$ cat src/sv/qdpr_pkg.sv
// ---------------------------------------------------------------------------
// qdpr_pkg: shared types and constants for the quantized dot product block
// Payload structs for the request and response channels, the register file
// contents, register indexes and the controller/datapath command bundle.
// ---------------------------------------------------------------------------
package qdpr_pkg;

   // Request payload: one activation/weight pair of a row.
   typedef struct packed {
      logic [7:0]         activation;
      logic [7:0]         weight;
      logic signed [31:0] bias;
      logic               last;
   } req_type;

   // Response payload: one requantized row result.
   typedef struct packed {
      logic signed [32:0] out_value;
      logic               overflow;
   } rsp_type;

   // Configuration register contents.
   typedef struct packed {
      logic              signed_mode;
      logic [7:0]        input_zero_point;
      logic [7:0]        weight_zero_point;
      logic [7:0]        output_zero_point;
      logic [31:0]       scale_mult;
      logic signed [6:0] scale_shift;
      logic [5:0]        out_bits;
   } cfg_type;

   // Register indexes on the configuration port.
   localparam logic [2:0] REG_SIGNED_MODE       = 3'd0;
   localparam logic [2:0] REG_INPUT_ZERO_POINT  = 3'd1;
   localparam logic [2:0] REG_WEIGHT_ZERO_POINT = 3'd2;
   localparam logic [2:0] REG_OUTPUT_ZERO_POINT = 3'd3;
   localparam logic [2:0] REG_SCALE_MULT        = 3'd4;
   localparam logic [2:0] REG_SCALE_SHIFT       = 3'd5;
   localparam logic [2:0] REG_OUT_BITS          = 3'd6;

   // Register reset values.
   localparam logic [31:0] SCALE_MULT_RESET = 32'd1;
   localparam logic [5:0]  OUT_BITS_RESET   = 6'd8;

   // Commands from the controller to the datapath.
   typedef struct packed {
      logic accum;      // accumulate the product of the accepted pair
      logic bias_add;   // add the captured bias into the accumulator
      logic multiply;   // multiply the accumulator by scale_mult
      logic shift;      // rounding shift of the product
      logic load_out;   // saturate into the response register, clear the row
   } cmd_type;

   // Status from the datapath to the controller.
   typedef struct packed {
      logic last;       // the pair on the request channel ends a row
   } status_type;

endpackage

$ cat src/sv/qdpr_csr.sv
// ---------------------------------------------------------------------------
// qdpr_csr: configuration register file
// Holds the seven requantization settings. Writes are taken in every cycle;
// an index past the last register is ignored.
// ---------------------------------------------------------------------------
module qdpr_csr (
   input  logic               clock,
   input  logic               reset,
   input  logic               csr_valid,
   output logic               csr_ready,
   input  logic [2:0]         csr_index,
   input  logic [31:0]        csr_data,
   output qdpr_pkg::cfg_type  cfg
);

   qdpr_pkg::cfg_type cfg_ff;
   qdpr_pkg::cfg_type cfg_in;

   assign csr_ready = 1'b1;
   assign cfg       = cfg_ff;

   // Decode a write transfer into the addressed register.
   always_comb begin
      cfg_in = cfg_ff;
      if (csr_valid) begin
         unique case (csr_index)
            qdpr_pkg::REG_SIGNED_MODE:       cfg_in.signed_mode       = csr_data[0];
            qdpr_pkg::REG_INPUT_ZERO_POINT:  cfg_in.input_zero_point  = csr_data[7:0];
            qdpr_pkg::REG_WEIGHT_ZERO_POINT: cfg_in.weight_zero_point = csr_data[7:0];
            qdpr_pkg::REG_OUTPUT_ZERO_POINT: cfg_in.output_zero_point = csr_data[7:0];
            qdpr_pkg::REG_SCALE_MULT:        cfg_in.scale_mult        = csr_data;
            qdpr_pkg::REG_SCALE_SHIFT:       cfg_in.scale_shift       = $signed(csr_data[6:0]);
            qdpr_pkg::REG_OUT_BITS:          cfg_in.out_bits          = csr_data[5:0];
            default: ;
         endcase
      end
   end

   always_ff @(posedge clock) begin
      if (reset) begin
         cfg_ff                   <= '0;
         cfg_ff.scale_mult        <= qdpr_pkg::SCALE_MULT_RESET;
         cfg_ff.out_bits          <= qdpr_pkg::OUT_BITS_RESET;
      end else begin
         cfg_ff <= cfg_in;
      end
   end

endmodule

$ cat src/sv/qdpr_ctrl.sv
// ---------------------------------------------------------------------------
// qdpr_ctrl: row sequencer
// Accepts pairs while accumulating, then steps the datapath through bias
// add, multiply, shift and saturation, and owns the response valid flag.
// ---------------------------------------------------------------------------
module qdpr_ctrl (
   input  logic                  clock,
   input  logic                  reset,
   input  logic                  req_valid,
   output logic                  req_stall,
   output logic                  rsp_valid,
   input  logic                  rsp_stall,
   input  qdpr_pkg::status_type  status,
   output qdpr_pkg::cmd_type     cmd
);

   typedef enum logic [2:0] {
      ST_ACCUM,
      ST_BIAS,
      ST_MUL,
      ST_SHIFT,
      ST_SAT
   } state_type;

   state_type state_ff;
   state_type state_in;
   logic      rsp_valid_ff;
   logic      rsp_valid_in;
   logic      req_xfer;
   logic      out_free;

   assign req_stall = (state_ff != ST_ACCUM);
   assign req_xfer  = req_valid && !req_stall;
   assign rsp_valid = rsp_valid_ff;
   // The response register can take a new result when empty or being drained.
   assign out_free  = !rsp_valid_ff || !rsp_stall;

   // Commands follow the state directly.
   always_comb begin
      cmd          = '0;
      cmd.accum    = req_xfer;
      cmd.bias_add = (state_ff == ST_BIAS);
      cmd.multiply = (state_ff == ST_MUL);
      cmd.shift    = (state_ff == ST_SHIFT);
      cmd.load_out = (state_ff == ST_SAT) && out_free;
   end

   // Next state and response valid.
   always_comb begin
      state_in     = state_ff;
      rsp_valid_in = rsp_valid_ff && rsp_stall;
      unique case (state_ff)
         ST_ACCUM: begin
            if (req_xfer && status.last) state_in = ST_BIAS;
         end
         ST_BIAS:  state_in = ST_MUL;
         ST_MUL:   state_in = ST_SHIFT;
         ST_SHIFT: state_in = ST_SAT;
         ST_SAT: begin
            if (out_free) begin
               state_in     = ST_ACCUM;
               rsp_valid_in = 1'b1;
            end
         end
         default:  state_in = ST_ACCUM;
      endcase
   end

   always_ff @(posedge clock) begin
      if (reset) begin
         state_ff     <= ST_ACCUM;
         rsp_valid_ff <= 1'b0;
      end else begin
         state_ff     <= state_in;
         rsp_valid_ff <= rsp_valid_in;
      end
   end

endmodule

$ cat src/sv/qdpr_datapath.sv
// ---------------------------------------------------------------------------
// qdpr_datapath: MAC, requantization stages and response register
// One 9x9 multiply-accumulate per accepted pair, then bias add, a 32x33
// scale multiply, a rounding shift and zero point plus saturation.
// ---------------------------------------------------------------------------
module qdpr_datapath (
   input  logic                  clock,
   input  logic                  reset,
   input  qdpr_pkg::cfg_type     cfg,
   input  qdpr_pkg::req_type     req_data,
   output qdpr_pkg::rsp_type     rsp_data,
   input  qdpr_pkg::cmd_type     cmd,
   output qdpr_pkg::status_type  status
);

   // Shifted values are clamped to this magnitude; it lies beyond every output range.
   localparam logic signed [37:0] CLAMP_HI = 38'sd68719476736;
   localparam logic signed [37:0] CLAMP_LO = -38'sd68719476736;

   logic signed [31:0] acc_ff,   acc_in;
   logic               ovf_ff,   ovf_in;
   logic signed [31:0] bias_ff;
   logic signed [63:0] prod_ff;
   logic signed [37:0] shift_ff;
   qdpr_pkg::rsp_type  rsp_ff;

   logic signed [8:0]  act_s, wgt_s;
   logic signed [17:0] pair_prod;
   logic signed [31:0] addend, acc_sum;
   logic signed [64:0] mul_full;
   logic [5:0]         rsh_amt, half_idx;
   logic signed [63:0] rsh_val;
   logic [6:0]         lsh_amt;
   logic signed [37:0] prod_cl;
   logic signed [71:0] lsh_wide;
   logic signed [37:0] shift_in;
   logic [5:0]         sat_bits;
   logic signed [38:0] sat_val, sat_hi, sat_lo, sat_res;

   function automatic logic signed [37:0] clamp64(input logic signed [63:0] v);
      if (v > 64'(CLAMP_HI))      clamp64 = CLAMP_HI;
      else if (v < 64'(CLAMP_LO)) clamp64 = CLAMP_LO;
      else                        clamp64 = v[37:0];
   endfunction

   function automatic logic signed [37:0] clamp72(input logic signed [71:0] v);
      if (v > 72'(CLAMP_HI))      clamp72 = CLAMP_HI;
      else if (v < 72'(CLAMP_LO)) clamp72 = CLAMP_LO;
      else                        clamp72 = v[37:0];
   endfunction

   assign status.last = req_data.last;
   assign rsp_data    = rsp_ff;

   // Operand decode and pair product.
   always_comb begin
      if (cfg.signed_mode) begin
         act_s = $signed({req_data.activation[7], req_data.activation});
         wgt_s = $signed({req_data.weight[7], req_data.weight});
      end else begin
         act_s = $signed({1'b0, req_data.activation} - {1'b0, cfg.input_zero_point});
         wgt_s = $signed({1'b0, req_data.weight} - {1'b0, cfg.weight_zero_point});
      end
      pair_prod = act_s * wgt_s;
   end

   // Wrapping accumulator with a sticky signed overflow flag.
   always_comb begin
      addend  = cmd.bias_add ? bias_ff : 32'(pair_prod);
      acc_sum = acc_ff + addend;
      acc_in  = acc_ff;
      ovf_in  = ovf_ff;
      priority if (cmd.load_out) begin
         acc_in = '0;
         ovf_in = 1'b0;
      end else if (cmd.accum || cmd.bias_add) begin
         acc_in = acc_sum;
         if (((acc_ff[31] ^ acc_sum[31]) & (addend[31] ^ acc_sum[31])) == 1'b1) begin
            ovf_in = 1'b1;
         end
      end
   end

   // Scale multiply: signed accumulator by unsigned multiplier.
   assign mul_full = acc_ff * $signed({1'b0, cfg.scale_mult});

   // Rounding shift; right shifts round half up, left shifts saturate.
   always_comb begin
      rsh_amt  = cfg.scale_shift[5:0];
      half_idx = rsh_amt - 6'd1;
      rsh_val  = (prod_ff >>> rsh_amt) + $signed({63'd0, prod_ff[half_idx]});
      lsh_amt  = 7'(-cfg.scale_shift);
      prod_cl  = clamp64(prod_ff);
      lsh_wide = 72'(prod_cl) <<< lsh_amt[5:0];
      priority if (cfg.scale_shift == 7'sd0) begin
         shift_in = prod_cl;
      end else if (!cfg.scale_shift[6]) begin
         shift_in = clamp64(rsh_val);
      end else if (lsh_amt >= 7'd34) begin
         if (prod_cl == 38'sd0)  shift_in = '0;
         else if (prod_cl[37])   shift_in = CLAMP_LO;
         else                    shift_in = CLAMP_HI;
      end else begin
         shift_in = clamp72(lsh_wide);
      end
   end

   // Output zero point and saturation to out_bits.
   always_comb begin
      priority if (cfg.out_bits == 6'd0) sat_bits = 6'd1;
      else if (cfg.out_bits > 6'd32)     sat_bits = 6'd32;
      else                               sat_bits = cfg.out_bits;
      if (cfg.signed_mode) begin
         sat_val = 39'(shift_ff);
         sat_hi  = (39'sd1 <<< (sat_bits - 6'd1)) - 39'sd1;
         sat_lo  = -(39'sd1 <<< (sat_bits - 6'd1));
      end else begin
         sat_val = 39'(shift_ff) + $signed({31'd0, cfg.output_zero_point});
         sat_hi  = (39'sd1 <<< sat_bits) - 39'sd1;
         sat_lo  = '0;
      end
      priority if (sat_val > sat_hi) sat_res = sat_hi;
      else if (sat_val < sat_lo)     sat_res = sat_lo;
      else                           sat_res = sat_val;
   end

   // Row state.
   always_ff @(posedge clock) begin
      if (reset) begin
         acc_ff <= '0;
         ovf_ff <= 1'b0;
      end else begin
         acc_ff <= acc_in;
         ovf_ff <= ovf_in;
      end
   end

   // Pipeline and response payload registers.
   always_ff @(posedge clock) begin
      if (cmd.accum)    bias_ff  <= req_data.bias;
      if (cmd.multiply) prod_ff  <= mul_full[63:0];
      if (cmd.shift)    shift_ff <= shift_in;
      if (cmd.load_out) begin
         rsp_ff.out_value <= sat_res[32:0];
         rsp_ff.overflow  <= ovf_ff;
      end
   end

endmodule

$ cat src/sv/quantized_dot_product_requant.sv
// ---------------------------------------------------------------------------
// quantized_dot_product_requant: int8 dot product row with requantization
// Streams activation/weight pairs into a MAC and emits one requantized,
// saturated result per row.
// ---------------------------------------------------------------------------
// Usage:
//   The request channel (req_valid, req_stall, req_data) takes one pair per
//   cycle while a row accumulates. The pair marked last also carries the row
//   bias; after its transfer the request side stalls while the bias add,
//   scale multiply, rounding shift and saturation run, one stage per cycle
//   while the response register can take a result. The saturation stage
//   loads the result into the response channel (rsp_valid, rsp_stall,
//   rsp_data) and raises rsp_valid.
//   A waiting result sits in the response register while the next row
//   accumulates. If the receiver still stalls when the following row is
//   finished, the block holds that row in the saturation stage and stalls
//   requests until the register drains.
//   The configuration port (csr_valid, csr_ready, csr_index, csr_data) is
//   always ready; users write it only while the block is idle (unchecked).
//   Reset clears accumulator and overflow flag, loads the register defaults.
// ---------------------------------------------------------------------------
module quantized_dot_product_requant (
   input  logic               clock,
   input  logic               reset,
   input  logic               req_valid,
   output logic               req_stall,
   input  qdpr_pkg::req_type  req_data,
   output logic               rsp_valid,
   input  logic               rsp_stall,
   output qdpr_pkg::rsp_type  rsp_data,
   input  logic               csr_valid,
   output logic               csr_ready,
   input  logic [2:0]         csr_index,
   input  logic [31:0]        csr_data
);

   qdpr_pkg::cfg_type    cfg;
   qdpr_pkg::cmd_type    cmd;
   qdpr_pkg::status_type status;

   // Register file.
   qdpr_csr u_csr (
      .clock     (clock),
      .reset     (reset),
      .csr_valid (csr_valid),
      .csr_ready (csr_ready),
      .csr_index (csr_index),
      .csr_data  (csr_data),
      .cfg       (cfg)
   );

   // Row sequencer.
   qdpr_ctrl u_ctrl (
      .clock     (clock),
      .reset     (reset),
      .req_valid (req_valid),
      .req_stall (req_stall),
      .rsp_valid (rsp_valid),
      .rsp_stall (rsp_stall),
      .status    (status),
      .cmd       (cmd)
   );

   // Arithmetic.
   qdpr_datapath u_datapath (
      .clock    (clock),
      .reset    (reset),
      .cfg      (cfg),
      .req_data (req_data),
      .rsp_data (rsp_data),
      .cmd      (cmd),
      .status   (status)
   );

endmodule
$ cat config.mk
export PLATFORM = sky130hd
export DESIGN_NAME = quantized_dot_product_requant
export DESIGN_NICKNAME = d
export VERILOG_FILES = /design/src/sv/qdpr_pkg.sv /design/src/sv/qdpr_csr.sv /design/src/sv/qdpr_ctrl.sv /design/src/sv/qdpr_datapath.sv /design/src/sv/quantized_dot_product_requant.sv
export SDC_FILE = /design/constraint.sdc
export NUM_CORES = 2
export LEC_CHECK = 0
export ABC_AREA = 1
export BUFFER_PORTS_ARGS = -buffer_cell sky130_fd_sc_hd__buf_4
export CAP_MARGIN = 20
export CORE_MARGIN = 3
export CORE_UTILIZATION = 50
export DETAILED_ROUTE_END_ITERATION = 10
export PLACE_DENSITY = 0.68
export SETUP_SLACK_MARGIN = 0.2
export SKIP_CTS_REPAIR_TIMING = 1
export SYNTH_ARGS = -nofsm -noshare
export SYNTH_HDL_FRONTEND = slang
export SYNTH_SLANG_ARGS = --single-unit
$ cat constraint.sdc
create_clock -name clock -period 8.7 [get_ports clock]
set_clock_uncertainty 0.1 [all_clocks]
set_input_delay 1.305 -clock clock [delete_from_list [all_inputs] [get_ports clock]]
set_output_delay 1.305 -clock clock [all_outputs]
set_load 0.01 [all_outputs]
==> impl_table.tex <==
\begin{tabular}{lr}
\hline
Metric & Value \\
\hline
\multicolumn{2}{l}{\textbf{Outcome}} \\
Result of the run & finished, violations left \\
Violated checks & negative setup slack \\
\multicolumn{2}{l}{\textbf{Route}} \\
Initial drt markers & 6648 \\
Via Count & between 60k and 70k \\
Detail Route Antenna Nets & 0 \\
Post-detailed-route wirelength per cell & about 20 µm \\
Drt first pass iters & 6 \\
Aggregate routed wire length & about 240 mm \\
Count of unresolved DRC violations after routing & 0 \\
Number of vias per cell after detailed routing & 5.56 \\
\multicolumn{2}{l}{\textbf{CTS}} \\
Number of buffers created by CTS & 39 \\
Clock transition at path regs & approximately 0.05 ns \\
Number of clock sinks & 275 \\
Maximum count of clock buffers along a single path & 3 \\
CTS root buf & sky130\_fd\_sc\_hd\_\_clkbuf\_16 \\
CTS tree & yes \\
Maximum level of the CTS H-tree & 2 \\
Insertion delay to the later sink of the worst-skew pair & $\sim$0.60 ns \\
\multicolumn{2}{l}{\textbf{GRT}} \\
Wire length of the first global-routing pass & between 300 and 400 mm \\
Via count of the first global-routing pass & approximately 66k \\
GR Overflow Total & 0 \\
Number of antenna violations at the first check in global routing & 10 \\
Largest net degree at the start of global routing & around 100 \\
Total track usage & 34.0\% \\
\multicolumn{2}{l}{\textbf{Timing}} \\
RSZ-0062 raised after global routing & yes \\
Min setup slack post-route & -0.127 ns \\
Slew headroom & about 28\% \\
Crit path time final & between 8 and 9 ns \\
Worst hold-check slack & 0.372 ns \\
Tcrit/Tclk final & 101\% \\
Final setup viols & 7 \\
Number of slew-limit violations in the final report & 0 \\
Final hold violation count & 0 \\
Timing-limited maximum frequency & around 110 MHz \\
Slew @ Worst Pin & around 1.1 ns \\
\multicolumn{2}{l}{\textbf{Yosys}} \\
Fraction of synthesis flops using an asynchronous set or reset pin & 0\% \\
Proportion of synthesized chip area in sequential cells & 10.6\% \\
Netlist cell types & between 60 and 70 \\
Largest family of logic cells by synthesized area & adder cells \\
Flop and latch count out of synthesis & 275 \\
Multiplexer share of the synthesized area & less than 1\% \\
Number of synthesis warnings & 0 \\
Cells after Synth & approximately 10k \\
Main synth FF type & sky130\_fd\_sc\_hd\_\_edfxtp\_1 \\
Post-Syn Area & between 60000 and 70000 µm² \\
Simple-gate share of the synthesized area & just under 30\% \\
Adder and majority cell fraction of the synthesized area & 37.2\% \\
Share of the synthesized area in compound gates (AO/OA/AOI/OAI) & between 6 and 7\% \\
Post-synth EDFFs & 168 \\
Average cell area after synthesis & just under 7 µm² \\
Synthesized-area fraction occupied by xor and xnor cells & about 2.1\% \\
\multicolumn{2}{l}{\textbf{Setup path}} \\
Delay of the slowest critical-path stage & 0.56 ns \\
FF-to-FF path depth & 50 \\
CP Launch Type & input pin \\
Buffering stage count on the worst path with inverters included & 10 \\
Required time at the worst-slack endpoint & 9.08 ns \\
Cell type group with the largest total delay on the critical path & adder cells \\
Cell with the biggest individual delay on the critical path & sky130\_fd\_sc\_hd\_\_fa\_1 \\
Reg2Reg Launch Point & u\_csr.cfg[53] \\
R2r setup slk & 0.27 ns \\
Worst R2R End & u\_datapath.acc\_ff[29] \\
Highest fanout seen on the critical path & 3 \\
Critical path endpoint category & flip-flop \\
Cell type with the highest occurrence count on the critical path & sky130\_fd\_sc\_hd\_\_nor2\_1 \\
Class of the most critical setup path & in -> reg \\
Arrival time of the worst setup path & just over 9 ns \\
\multicolumn{2}{l}{\textbf{Place}} \\
Total placed instance area & a little over 70000 µm² \\
Number of buffers inserted by port buffering & 124 \\
Placer congestion estimate & roughly 1.0 \\
Hpwl dp & 195 mm \\
\multicolumn{2}{l}{\textbf{Cells and area}} \\
Highest-count cells in the layout ignoring fill and taps & 2923 x sky130\_fd\_sc\_hd\_\_nand2\_1, 1840 x sky130\_fd\_sc\_hd\_\_inv\_1, 965 x sky130\_fd\_sc\_hd\_\_fa\_1 \\
Most frequent standard cell in the layout excluding fill and tap cells & sky130\_fd\_sc\_hd\_\_nand2\_1 \\
Number of nets in the finished design & roughly 12k \\
Final design instance area without fill & between 70000 and 80000 µm² \\
Syn-to-layout area delta & 9.38\% \\
Layout cells sized above 1 & 9.07\% \\
End-of-flow core utilization & between 50\% and 60\% \\
\multicolumn{2}{l}{\textbf{Min path}} \\
Count of cells along the worst hold path & 2 \\
Worst min-delay path startpoint & u\_csr.cfg[65] \\
Min-Delay Endpoint & u\_csr.cfg[65] \\
Worst min-delay path class & reg -> reg \\
\multicolumn{2}{l}{\textbf{Floorplanning}} \\
Core Box Area & around 130000 µm² \\
Std-Cell Rows & $\sim$130 \\
Die area & 141000 µm² \\
Die span in x & roughly 370 µm \\
Count of boundary I/O pins & roughly 130 \\
Initial cell density of the core & 50.7\% \\
Die height & approximately 370 µm \\
\multicolumn{2}{l}{\textbf{Power and ir drop}} \\
Power per unit of standard cell area & roughly 330 nW/µm² \\
Pleak & 38.4 nW \\
Post-layout power & about 25 mW \\
Highest ir drop seen on vdd & $\sim$980 µV \\
\multicolumn{2}{l}{\textbf{Run}} \\
Max-Cap Viols & 0 \\
\hline
\end{tabular}
synthesized netlist by cell type, drive strengths merged (44+ instances only):
cell type  instances  area (µm²)
nand4             66         413
nand2           2958       11100
fa               972       19500
o211ai            44         330
dfxtp            107        2140
a21oi            260        1380
inv             1895        7120
edfxtp           168        5040
buf              130         676
xor2             113         990
clkbuf           394        1480
nor2             803        3130
ha               467        5840
nand3            902        4530
o21ai            332        1670
nor3              60         315
xnor2             50         438
routing by layer:
layer | global-route usage, % | part of all wire [%] | vias up
li1 | - | - | 30600
met1 | 45.0 | 41 | 31600
met2 | 55.6 | 46 | 2873
met3 | 4.85 | 7.8 | 559
met4 | 14.8 | 4.9 | 2
met5 | 0 | 0.0054 | -
metrics by stage:
step	setup TNS, ns	setup WS, ns	instances
2_1_floorplan	-0.376	-0.149	9998
3_3_place_gp	-12.79	-0.975	11700
3_5_place_dp	-12.26	-0.950	11700
4_1_cts	-3.20	-0.397	11800
5_1_grt	-6.52	-0.603	11800
6_report	-0.481	-0.127	11800
state kept, by name (all words and copies together) (netlist names):
register	flops
u_csr.cfg	70
u_datapath.acc_ff	32
u_ctrl.state_ff	3
u_datapath.prod_ff	64
u_datapath.bias_ff	32
u_datapath.ovf_ff	1
u_ctrl.rsp_valid	1
u_datapath.shift_ff	38
u_datapath.rsp_data	34
worst max-delay path by stage:
stage | from | to | slack [ns] | depth (start not counted)
6_report | req_data[35] | u_datapath.acc_ff[29] | -0.13 | 50
5_1_grt | req_data[33] | u_datapath.acc_ff[27] | -0.60 | 50
4_1_cts | req_data[41] | u_datapath.acc_ff[28] | -0.40 | 50
3_5_place_dp | req_data[41] | u_datapath.acc_ff[28] | -0.95 | 50
3_3_place_gp | req_data[33] | u_datapath.acc_ff[29] | -0.98 | 49
2_1_floorplan | req_data[34] | u_datapath.acc_ff[29] | -0.15 | 48
power by group:
group | switching (mW) | internal [mW] | total [mW]
registers | 0.315 | 1.68 | 2.00
clock network | 0.674 | 0.940 | 1.61
logic | 11.8 | 9.49 | 21.3
total | 12.8 | 12.1 | 24.9
worst min-delay path: cells and delay by family (launching register included):
kind                   cells  cell delay (ns)
AO/OA/AOI/OAI              1             0.06
flip-flops                 1             0.29
buffers and inverters      1             0.07
area by class of cell:
cell class                 instances  area [µm²]
inverter                        1902        7150
timing repair buffer             495        3900
fill                           13200       59900
sequential                       275        7220
tap                             1768        2210
antenna                            8        20.0
clock inverter                    25         209
multi-input combinational       7297       52600
clock buffer                      45        1060
kinds of logic after synthesis:
group / Yosys count
flip-flops: 275
other: 1
AO/OA/AOI/OAI: 814
multiplexers: 2
buffers and inverters: 2426
XOR/XNOR: 163
AND/OR/NAND/NOR: 4875
adder cells (fa/ha/maj): 1439
Note: power is estimated with default switching activity, not from simulation.
